===== config.mk =====
export PLATFORM = sky130hd
export DESIGN_NAME = sliding_window_min_max_core
export DESIGN_NICKNAME = d
export VERILOG_FILES = /design/src/rtl/swmm_pkg.sv /design/src/rtl/sliding_window_min_max_core.sv
export SDC_FILE = /design/constraint.sdc
export NUM_CORES = 1
export LEC_CHECK = 0
export BUFFER_PORTS_ARGS = -buffer_cell sky130_fd_sc_hd__buf_2
export CORE_MARGIN = 3
export CORE_UTILIZATION = 50
export CTS_CLUSTER_DIAMETER = 200
export CTS_CLUSTER_SIZE = 28
export DETAILED_ROUTE_END_ITERATION = 10
export PLACE_DENSITY = 0.66
export SYNTH_ARGS = -nofsm -noshare
export SYNTH_HDL_FRONTEND = slang
export SYNTH_SLANG_ARGS = --single-unit
export TNS_END_PERCENT = 100

===== constraint.sdc =====
create_clock -name clk -period 7.55 [get_ports clk]
set_input_delay 1.51 -clock clk [delete_from_list [all_inputs] [get_ports clk]]
set_output_delay 1.51 -clock clk [all_outputs]
set_load 0.05 [all_outputs]

===== src/rtl/swmm_pkg.sv =====
// Shared constants for the sliding-window minimum/maximum block.
`timescale 1ns / 1ps
`default_nettype none

package swmm_pkg;

    // Default number of samples in the window.
    localparam int WINDOW_DEF = 24;

    // Default sample width in bits (two's complement, 1/16 degree units).
    localparam int SAMPLE_BITS_DEF = 16;

    // Width of the reported sample count.
    localparam int HELD_W = 5;

endpackage

`default_nettype wire


===== src/rtl/sliding_window_min_max_core.sv =====
// Sliding-window minimum/maximum over a ring of the most recent samples.
`timescale 1ns / 1ps
`default_nettype none

// Each accepted sample beat is written into a ring of the last WINDOW samples,
// overwriting the oldest once the ring is full. One result beat follows per
// sample. It carries the minimum and maximum of all held samples, the new one
// included, and the number of held samples. That count is reported modulo 32
// when WINDOW exceeds 31. After a sample is accepted, the scan reads the held
// entries one by one and folds them into the running extremes. The done state
// then loads the result into the output register, waiting while a previous
// result there is still stalled, and returns to idle for the next sample.
// The ring has one write port and one registered read port, and the scan reads
// one entry per cycle. The entries are fed through one shared pair of signed
// comparators. A new sample is taken only while the sequencer is idle. A
// finished result waits in the output register, so the next sample may be
// accepted before the result is taken.
module sliding_window_min_max_core
    import swmm_pkg::*;
#(
    parameter int WINDOW      = WINDOW_DEF,
    parameter int SAMPLE_BITS = SAMPLE_BITS_DEF
)
(
    input  wire logic                          clk,
    input  wire logic                          rst_n,

    input  wire logic                          sample_valid,
    output logic                               sample_stall,
    input  wire logic signed [SAMPLE_BITS-1:0] sample,

    output logic                               result_valid,
    input  wire logic                          result_stall,
    output logic signed [SAMPLE_BITS-1:0]      window_min,
    output logic signed [SAMPLE_BITS-1:0]      window_max,
    output logic        [HELD_W-1:0]           samples_held
);

    localparam int IDX_W  = (WINDOW > 1) ? $clog2(WINDOW) : 1;
    localparam int FILL_W = $clog2(WINDOW + 1);

    localparam logic [IDX_W-1:0]  LAST_SLOT = IDX_W'(WINDOW - 1);
    localparam logic [FILL_W-1:0] FULL_CNT  = FILL_W'(WINDOW);

    typedef enum logic [2:0] {
        ST_IDLE = 3'b001,
        ST_SCAN = 3'b010,
        ST_DONE = 3'b100
    } state_t;

    state_t state_reg, state_next;

    logic [IDX_W-1:0]  write_slot_reg, write_slot_next;
    logic [FILL_W-1:0] fill_count_reg, fill_count_next;

    // Read issue side of the scan.
    logic [IDX_W-1:0]  scan_idx_reg, scan_idx_next;
    logic              issuing_reg, issuing_next;
    // Read data side of the scan, registered in the cycle after the issue side.
    logic              rd_pend_reg, rd_pend_next;
    logic              rd_last_reg, rd_last_next;

    logic signed [SAMPLE_BITS-1:0] lo_reg, lo_next;
    logic signed [SAMPLE_BITS-1:0] hi_reg, hi_next;

    logic                          out_valid_reg, out_valid_next;
    logic signed [SAMPLE_BITS-1:0] out_min_reg, out_min_next;
    logic signed [SAMPLE_BITS-1:0] out_max_reg, out_max_next;
    logic [HELD_W-1:0]             out_held_reg, out_held_next;

    logic signed [SAMPLE_BITS-1:0] ring_mem [WINDOW];
    logic signed [SAMPLE_BITS-1:0] rd_data_reg;

    logic sample_acc;
    logic result_acc;
    logic rd_en;

    assign sample_acc = sample_valid && !sample_stall;
    assign result_acc = out_valid_reg && !result_stall;
    assign rd_en      = (state_reg == ST_SCAN) && issuing_reg;

    assign sample_stall = (state_reg != ST_IDLE);
    assign result_valid = out_valid_reg;
    assign window_min   = out_min_reg;
    assign window_max   = out_max_reg;
    assign samples_held = out_held_reg;

    // Sample ring: one write port at acceptance, one registered read port for the scan.
    always_ff @(posedge clk)
    begin
        if (sample_acc)
        begin
            ring_mem[write_slot_reg] <= sample;
        end
        if (rd_en)
        begin
            rd_data_reg <= ring_mem[scan_idx_reg];
        end
    end

    always_comb
    begin
        state_next      = state_reg;
        write_slot_next = write_slot_reg;
        fill_count_next = fill_count_reg;
        scan_idx_next   = scan_idx_reg;
        issuing_next    = issuing_reg;
        rd_pend_next    = 1'b0;
        rd_last_next    = 1'b0;
        lo_next         = lo_reg;
        hi_next         = hi_reg;
        out_valid_next  = out_valid_reg && !result_acc;
        out_min_next    = out_min_reg;
        out_max_next    = out_max_reg;
        out_held_next   = out_held_reg;

        case (state_reg)
            ST_IDLE:
            begin
                if (sample_acc)
                begin
                    write_slot_next = (write_slot_reg == LAST_SLOT) ? '0
                                                                    : write_slot_reg + 1'b1;
                    if (fill_count_reg != FULL_CNT)
                    begin
                        fill_count_next = fill_count_reg + 1'b1;
                    end
                    scan_idx_next = '0;
                    issuing_next  = 1'b1;
                    lo_next       = sample;
                    hi_next       = sample;
                    state_next    = ST_SCAN;
                end
            end
            ST_SCAN:
            begin
                // Held samples always sit in slots 0 .. fill-1, so the scan runs linearly.
                if (issuing_reg)
                begin
                    rd_pend_next = 1'b1;
                    if (FILL_W'(scan_idx_reg) == fill_count_reg - 1'b1)
                    begin
                        rd_last_next = 1'b1;
                        issuing_next = 1'b0;
                    end
                    else
                    begin
                        scan_idx_next = scan_idx_reg + 1'b1;
                    end
                end
                if (rd_pend_reg)
                begin
                    if (rd_data_reg < lo_reg)
                    begin
                        lo_next = rd_data_reg;
                    end
                    if (rd_data_reg > hi_reg)
                    begin
                        hi_next = rd_data_reg;
                    end
                    if (rd_last_reg)
                    begin
                        state_next = ST_DONE;
                    end
                end
            end
            ST_DONE:
            begin
                if (!out_valid_reg || !result_stall)
                begin
                    out_valid_next = 1'b1;
                    out_min_next   = lo_reg;
                    out_max_next   = hi_reg;
                    out_held_next  = HELD_W'(fill_count_reg);
                    state_next     = ST_IDLE;
                end
            end
            default:
            begin
                state_next = ST_IDLE;
            end
        endcase
    end

    always_ff @(posedge clk or negedge rst_n)
    begin
        if (!rst_n)
        begin
            state_reg      <= ST_IDLE;
            write_slot_reg <= '0;
            fill_count_reg <= '0;
            scan_idx_reg   <= '0;
            issuing_reg    <= 1'b0;
            rd_pend_reg    <= 1'b0;
            rd_last_reg    <= 1'b0;
            out_valid_reg  <= 1'b0;
        end
        else
        begin
            state_reg      <= state_next;
            write_slot_reg <= write_slot_next;
            fill_count_reg <= fill_count_next;
            scan_idx_reg   <= scan_idx_next;
            issuing_reg    <= issuing_next;
            rd_pend_reg    <= rd_pend_next;
            rd_last_reg    <= rd_last_next;
            out_valid_reg  <= out_valid_next;
        end
    end

    always_ff @(posedge clk)
    begin
        lo_reg       <= lo_next;
        hi_reg       <= hi_next;
        out_min_reg  <= out_min_next;
        out_max_reg  <= out_max_next;
        out_held_reg <= out_held_next;
    end

`ifndef SYNTHESIS
    // The held count never passes the window size.
    a_fill_bound: assert property (@(posedge clk) disable iff (!rst_n)
        fill_count_reg <= FULL_CNT)
        else $error("fill count exceeds window");

    // The write slot stays inside the ring.
    a_slot_bound: assert property (@(posedge clk) disable iff (!rst_n)
        write_slot_reg <= LAST_SLOT)
        else $error("write slot outside ring");

    // A new result is loaded only on leaving the done state.
    a_result_src: assert property (@(posedge clk) disable iff (!rst_n)
        $rose(result_valid) |-> $past(state_reg == ST_DONE))
        else $error("result appeared without a finished scan");

    // Every finished scan has seen at least the new sample.
    a_min_le_max: assert property (@(posedge clk) disable iff (!rst_n)
        (state_reg == ST_DONE) |-> (lo_reg <= hi_reg) && (fill_count_reg != '0))
        else $error("scan finished with inconsistent extremes");
`endif

endmodule

`default_nettype wire


==> qor.yml, run 1 <==
status: "finished clean"
leakage_uw: 0.00692
cts_resized: 0
cts_buffers: 21
peakVddDrop_uv: 202
boundaryPins: 59
period_share: 0.439
cts-root-buf: "clkbuf_16"
startpoint_type: "flip-flop"
multi_input_area_sq_um: 4570
vias: 9183
setup_viol: 0
fmax_ghz: 0.302
ys_warn_count: 0
fill_cells: 2905
synthArstFlopShare: 0.0448
wl_mm: 37.7
synth_nets: 1067
arrival_ns: 3.56
cts_tree: "built"
wire_per_inst_microns: 23.6
worstMarginPinSlew_ns: 1.07
syn-cell-area_sq_um: 19600
antenna_cells: 0
min_period_ns: 3.32
ys_types: 48
largest_register_ffs: 384
final_max_slew_viol_count: 0
die_w_microns: 204
ys_seq_elements: 491
drive_gt1_frac: 0.203
antenna_found_initial: 0
cts.clk_slew.worst_paths_ns: 0.11
rsz0062_at_grt: "no"
antenna_left: 0
skew_ns: 0.0186
ff_latch_area_sq_um: 14600
grt_use_total: 0.184
fin_cells: 1600
avgViaCountPerCell: 5.74
synthTopCellsByArea: "edfxtp_1, mux4_2, dfrtp_1"
reg2reg_setup_slack_ns: 4.23
grt_pass1_wl_mm: 57.9
gp_congestion: 0.888
synth_edf_count: 469
relSlewSlack: 0.288
ys_seq_area_frac: 0.747
end_kind: "flip-flop"
top_register: "ring_mem"
synth.most_common_cell: "edfxtp_1"
start_util: 0.514
synthTopCellsByCount: "edfxtp_1, mux4_2, nand2_1"
setup.worst_path.class: "reg -> reg"
dr.pass1.iters: 4
post-place-ws_ns: 3.89
fp.coreArea_sq_um: 38100
synth_top_area_share: 0.719
grt_start_max_net_pins: 49
core.rowCount: 71
postCtsSetupBuffers: 0
io_buffers: 58
crit_path_max_fanout: 45
syn2layout_area_growth_pct: 7.90
grt.overflow.total: 0
clk_latency_ns: 0.55
synth_flop_cell: "edfxtp_1"
fin_ws_ns: 4.23
min_path_type: "reg -> reg"
hold_viol: 0
drt_iter0_drc: 628
die_area_sq_um: 41600
p_per_area_nw_per_um2: 283
die_h_microns: 204
drc_errors: 0
nNetsFinal: 1133
holdBufCountCts: 0
hpwl_mm: 22.9
cts.sinks: 491
maxCapViolations: 0
dpl_cell_area_sq_um: 20500
setup_tns_ns: 0
design_area_sq_um: 21100
cp.required_ns: 7.80
placed_cells: 1562
postSynthAreaPerCell_sq_um: 19.4
yosysTopAreaCell: "edfxtp_1"
total_power_uw: 5980
syn_inst: 1008
clockBufferDepth: 3
grt_pass1_vias: 9249
htree_levels: 1
==> power breakdown <==
group / internal (uW) / switching (uW) / total [uW]
clock network: 540 / 774 / 1310
registers: 3280 / 209 / 3490
logic: 521 / 650 / 1170
total: 4340 / 1630 / 5980
==> final timing paths <==
kind / from / to / cells after the start
max in group asynchronous: rst_n / scan_idx_reg[0]$_DFFE_PN0P_ / 1
hold reg to reg: lo_reg[3]$_DFFE_PP_ / window_min[3]$_DFFE_PP_ / 0
min in group asynchronous: rst_n / fill_count_reg[4]$_DFFE_PN0P_ / 1
setup reg to reg: scan_idx_reg[0]$_DFFE_PN0P_ / rd_data_reg[5]$_DFFE_PP_ / 5
setup / recovery: scan_idx_reg[0]$_DFFE_PN0P_ / rd_data_reg[5]$_DFFE_PP_ / 5
hold / removal: lo_reg[3]$_DFFE_PP_ / window_min[3]$_DFFE_PP_ / 0
==> per-layer routing <==
metal / vias up / global-route usage / share of wire / routed length (microns)
li1: 4132 / - / - / -
met1: 4782 / 0.266 / 0.44 / 16600
met2: 231 / 0.309 / 0.49 / 18600
met3: 38 / 0.0225 / 0.046 / 1730
met4: 0 / 0.0366 / 0.021 / 793
met5: - / 0 / 0 / 0
==> layout by cell type (no fill, tap or decap), drive strengths merged, types with 3 or more instances in the layout <==
cell type | synthesis | routed
a22o | 17 | 17
edfxtp | 469 | 469
clkbuf | 9 | 36
nand3 | 7 | 7
xnor2 | 9 | 9
a31oi | 4 | 4
o21ai | 8 | 8
ha | 39 | 39
nand2 | 72 | 72
dfrtp | 21 | 21
and2 | 3 | 3
nand3b | 4 | 4
or3 | 4 | 4
a2111oi | 3 | 3
mux4 | 96 | 96
inv | 45 | 46
mux2i | 51 | 51
nor2 | 33 | 33
xor2 | 4 | 4
buf | 34 | 86
nor2b | 3 | 3
a21o | 6 | 6
nor4 | 3 | 3
a21oi | 30 | 30
nor3 | 3 | 3
nand4 | 8 | 8
==> worst max-delay path, cell delays in order (launching register included) <==
cell     delay [ns]
dfrtp_4        1.01
buf_4          0.78
mux4_2         0.59
mux2i_1        0.21
a22o_1         0.26
a21oi_1        0.07
==> kinds of logic after synthesis <==
logic type | count (synthesis) | share of synthesized area
DFF | 491 | 0.747
and+or+nand+nor | 151 | 0.0353
muxes | 147 | 0.136
buffers and inverters | 88 | 0.0215
AOI/OAI and AO/OA | 78 | 0.0277
adders and majority gates | 39 | 0.0249
xor gates and xnor gates | 14 | 0.00696
==> area by class of cell <==
class | instances | area share
flip-flops and latches | 491 | 0.693
clock inverters | 2 | 0.00118
clock buffers | 36 | 0.0275
repair buffers | 86 | 0.0237
multi-input cells | 429 | 0.216
well taps | 511 | 0.0303
inverters | 45 | 0.00799
==> metrics by stage <==
stage | util | hold WS [ns]
floorplan | - | 0.426
global placement | 0.539 | 0.434
detailed placement | 0.539 | 0.433
CTS | 0.555 | 0.457
global route | 0.555 | 0.475
finish | 0.555 | 0.456
Power figures use the tool's default switching activity.
==> run 2, diff against run 1 <==
==> constraint.sdc (replaced) <==
create_clock -name clk -period 3.3 [get_ports clk]
set_input_delay 0.66 -clock clk [delete_from_list [all_inputs] [get_ports clk]]
set_output_delay 0.66 -clock clk [all_outputs]
set_load 0.05 [all_outputs]
==> qor.yml, run 2 (synthesis gave the netlist of run 1 again) <==
rsz0062_at_grt: "no"
setup_viol: 0
cts_resized: 0
critPathLaunch: "rd_data_reg[15]$_DFFE_PP_"
met3_usage: 0.0221
hpwl_mm: 23.4
syn2layout_area_growth_pct: 8.63
cts_tree: "built"
drc_errors: 0
min_path_type: "in -> async"
io_buffers: 58
antenna_left: 0
cts-root-buf: "clkbuf_16"
dr.pass1.iters: 5
skew_ns: 0.0188
final_max_slew_viol_count: 0
r2r-start: "rd_data_reg[15]$_DFFE_PP_"
clockBufferDepth: 3
core.rowCount: 71
status: "finished clean"
die_w_microns: 204
drive_gt1_frac: 0.211
hold_viol: 0
maxCapViolations: 0
reg2reg_to: "hi_reg[9]$_DFFE_PP_"
top_usage_layer: "met2"
antenna_cells: 0
relSlewSlack: 0.405
grt_pass1_wl_mm: 58.3
antenna_found_initial: 0
reg2reg_depth: 6
peakVddDrop_uv: 418
grt_use_total: 0.184
critical-path-top-delay-family: "compound AO/OA/AOI/OAI gates"
setup_tns_ns: 0
grt.overflow.total: 0
power.share.combinational: 0.210
reg2reg_setup_slack_ns: 0.53
switching_share: 0.275
top_register: "ring_mem"
p_int_uw: 9990
cts.clk_slew.worst_paths_ns: 0.11
wl_mm: 37.7
cts_buffers: 21
critPathBufInv: 0
startpoint_type: "flip-flop"
fill_cells: 2865
postCtsSetupBuffers: 0
fmax_ghz: 0.361
nNetsFinal: 1146
boundaryPins: 59
drt_iter0_drc: 744
cp_slowest_stage_delay_ns: 0.76
post-place-ws_ns: 0.531
use_met1: 0.278
vias: 9222
arrival_ns: 2.94
grt_pass1_vias: 9548
fp.coreArea_sq_um: 38100
seqPwrFrac: 0.571
clkPwrFrac: 0.219
setup.worst_path.class: "reg -> reg"
crit_chain: "ha_1 > nand4_1 > or3_1 > o211ai_1 > a211o_1 > o221a_1"
htree_levels: 1
die_h_microns: 204
leakage_uw: 0.00700
die_area_sq_um: 41600
cp.required_ns: 3.47
fin_ws_ns: 0.529
final_cell_mix: "edfxtp_1, mux4_2, nand2_1, buf_2, mux2i_1"
critical-path-slowest-cell: "o221a_1"
wire_per_inst_microns: 23.4
holdBufCountCts: 0
avgViaCountPerCell: 5.72
end_kind: "flip-flop"
grt_start_max_net_pins: 85
largest_register_ffs: 384
start_util: 0.514
min_period_ns: 2.77
gr-usage-met2: 0.300
cts.sinks: 491
crit_path_max_fanout: 16
worstMarginPinSlew_ns: 0.893
clk_latency_ns: 0.55
p_per_area_nw_per_um2: 647
p_sw_uw: 3790
final_common_cell: "edfxtp_1"
period_share: 0.840
gp_congestion: 0.843
## run 2: metal layers
| layer | up-vias | routed length, microns |
|---|---|---|
| li1 | 4150 | - |
| met1 | 4831 | 17500 |
| met2 | 213 | 18100 |
| met3 | 28 | 1610 |
| met4 | 0 | 484 |
| met5 | - | 0 |
## run 2: worst max path at each step
stage | slack (ns) | cells after the start | end
2_1_floorplan | 0.15 | 3 | samples_held[0]$_DFFE_PP_
3_3_place_gp | 0.62 | 6 | hi_reg[11]$_DFFE_PP_
3_5_place_dp | 0.53 | 6 | hi_reg[8]$_DFFE_PP_
4_1_cts | 0.50 | 6 | hi_reg[11]$_DFFE_PP_
5_1_grt | 0.38 | 6 | hi_reg[6]$_DFFE_PP_
6_report | 0.53 | 6 | hi_reg[9]$_DFFE_PP_
## run 2: area by class of cell
class / count / area, sq um / share of cell area
tap: 511 / 639 / 0.0300
inverter: 45 / 169 / 0.00794
timing repair buffer: 99 / 648 / 0.0305
sequential: 491 / 14600 / 0.688
clock inverter: 2 / 25.0 / 0.00118
clock buffer: 36 / 582 / 0.0273
multi-input combinational: 429 / 4570 / 0.215
## run 2: power groups by stage
stage	clock [uW]	combinational, uW	sequential (uW)
2_1_floorplan	0	2190	7820
3_5_place_dp	0	2930	8000
5_1_grt	3330	3210	7930
3_3_place_gp	0	2900	7970
4_1_cts	3120	2940	7860
6_report	3020	2890	7860
## run 2: worst reg2reg max path, stage by stage, from the launching register on
cell and delay (ns):
edfxtp_1 0.44, ha_1 0.36, nand4_1 0.20, or3_1 0.40, o211ai_1 0.11, a211o_1 0.13, o221a_1 0.77
## run 2: stage by stage
stage	std cells	utilization	hold WS (ns)	power (uW)	area, sq um
after floorplan	1008	-	0.364	10000	19600
after global placement	1575	0.542	0.431	10900	20700
after detailed placement	1575	0.542	0.436	10900	20700
after CTS	1613	0.558	0.0944	13900	21300
after global routing	1613	0.558	0.110	14500	21300
final	1613	0.558	0.102	13800	21300
==> run 3, diff against run 2 <==
--- a/config.mk
+++ b/config.mk
@@ -11,7 +11,7 @@
 export CTS_CLUSTER_DIAMETER = 200
 export CTS_CLUSTER_SIZE = 28
 export DETAILED_ROUTE_END_ITERATION = 10
-export PLACE_DENSITY = 0.66
+export PLACE_DENSITY = 0.69
 export SYNTH_ARGS = -nofsm -noshare
 export SYNTH_HDL_FRONTEND = slang
 export SYNTH_SLANG_ARGS = --single-unit
==> constraint.sdc (replaced) <==
create_clock -name clk -period 2.39 [get_ports clk]
set_input_delay 0.478 -clock clk [delete_from_list [all_inputs] [get_ports clk]]
set_output_delay 0.478 -clock clk [all_outputs]
set_load 0.05 [all_outputs]
==> qor.yml, run 3 (synthesis gave the netlist of run 1 again) <==
status: "finished clean"
die_h_microns: 204
drc_errors: 0
crit_path_max_fanout: 5
switching_share: 0.276
hpwl_mm: 25.1
setup_viol: 0
dpl_cell_area_sq_um: 21200
htree_levels: 1
grt_use_total: 0.185
arrival_ns: 2.60
cts-root-buf: "clkbuf_16"
p_per_area_nw_per_um2: 894
hold_viol: 0
start_util: 0.514
antenna_cells: 0
clkPwrFrac: 0.213
grt_start_max_net_pins: 69
antenna_found_initial: 0
nNetsFinal: 1177
design_area_sq_um: 22000
p_sw_uw: 5420
grt.overflow.total: 0
min_path_type: "in -> reg"
antenna_left: 0
vias: 9465
syn2layout_area_growth_pct: 12.1
total_power_uw: 19600
maxCapViolations: 0
fmax_ghz: 0.433
wire_per_inst_microns: 23.2
final_cell_mix: "edfxtp_1, mux4_2, nand2_1, buf_2, mux2i_1"
drt_iter0_drc: 686
dr.pass1.iters: 4
die_area_sq_um: 41600
relSlewSlack: 0.564
power.share.combinational: 0.235
p_int_uw: 14200
top_register: "ring_mem"
leakage_uw: 0.00725
grt_pass1_wl_mm: 58.5
setup.worst_path.class: "reg -> reg"
cts.clk_slew.worst_paths_ns: 0.11
gp_congestion: 0.839
cts_tree: "built"
largest_register_ffs: 384
min_period_ns: 2.31
clk_latency_ns: 0.55
skew_ns: 0.0198
final_common_cell: "edfxtp_1"
avgViaCountPerCell: 5.76
clockBufferDepth: 3
period_share: 0.966
fp.coreArea_sq_um: 38100
io_buffers: 58
die_w_microns: 204
cts_buffers: 21
final_max_slew_viol_count: 0
cp.required_ns: 2.68
peakVddDrop_uv: 621
seqPwrFrac: 0.552
core.rowCount: 71
cts.sinks: 491
setup_tns_ns: 0
worstMarginPinSlew_ns: 0.653
end_kind: "flip-flop"
boundaryPins: 59
drive_gt1_frac: 0.238
startpoint_type: "flip-flop"
grt_pass1_vias: 9626
wl_mm: 38.2
## run 3: changes by cell type in the layout (fill, tap and decap cells not counted), moves of 2 or more
cell       delta
buf_4         +2
ha_4          +2
buf_12       +26
a2111oi_0     -2
a2111oi_4     +2
ha_1          -2
## run 3: worst max-delay path, stage by stage (launching register included)
cell and delay [ns]:
edfxtp_1 0.41, buf_4 0.16, ha_1 0.34, nand2_2 0.11, or3_1 0.39, o211ai_1 0.11
a211o_1 0.15, o221a_4 0.23, clkbuf_16 0.15
## run 3: what timing repair did
action                                  4_1_cts  5_1_grt
endpoints found under the setup margin       27       35
resized for setup                             3       11
cloned                                        0        1
hold buffers                                  1        0
hold endpoints to repair                     21        0
pin swaps                                     0        4
buffers inserted                              0        1
## run 3: routing by layer
| metal | track usage | routed length, microns | vias to the layer above |
|---|---|---|---|
| met4 | 0.0354 | 709 | 0 |
| met5 | 0 | 0 | - |
| li1 | - | - | 4220 |
| met3 | 0.0193 | 1700 | 42 |
| met2 | 0.305 | 18700 | 244 |
| met1 | 0.276 | 17100 | 4959 |
## run 3: per-stage QoR
| stage | hold slack (ns) | setup WS [ns] | utilization | instances |
|---|---|---|---|---|
| global route | 0.205 | -0.00274 | 0.576 | 1644 |
| floorplan | 0.182 | -0.0613 | - | 1008 |
| finish | 0.184 | 0.0810 | 0.576 | 1644 |
| detailed placement | 0.434 | -0.0508 | 0.557 | 1603 |
| CTS | 0.174 | 0.0138 | 0.573 | 1642 |
| global placement | 0.429 | 0.0266 | 0.557 | 1603 |
## run 3: area by class of cell
class	count	area [sq um]
fillers	2808	16200
flip-flops and latches	491	14600
multi-input cells	429	4670
repair buffers	130	1230
well taps	511	639
clock buffers	36	582
inverters	45	169
clock inverters	2	25.0
## run 3: power groups by stage
stage | logic (uW) | clock network [uW] | registers, uW
final | 4620 | 4170 | 10900
after global routing | 5060 | 4590 | 10900
after CTS | 4420 | 4290 | 10900
after detailed placement | 4390 | 0 | 11000
after global placement | 4310 | 0 | 11000
after floorplan | 3060 | 0 | 10800
## run 3: path summary, 6_finish.rpt
| kind | slack (ns) | cells after the start | from | end |
|---|---|---|---|---|
| worst max-delay path | 0.08 | 8 | rd_data_reg[14]$_DFFE_PP_ | hi_reg[5]$_DFFE_PP_ |
| worst min-delay path | 0.18 | 3 | result_stall | result_valid$_DFF_PN0_ |
| worst max register to register | 0.08 | 8 | rd_data_reg[14]$_DFFE_PP_ | hi_reg[5]$_DFFE_PP_ |
| worst min register to register | 0.45 | 0 | lo_reg[14]$_DFFE_PP_ | window_min[14]$_DFFE_PP_ |
| max in group asynchronous | 1.55 | 2 | rst_n | scan_idx_reg[0]$_DFFE_PN0P_ |
| min in group asynchronous | 0.43 | 2 | rst_n | fill_count_reg[4]$_DFFE_PN0P_ |
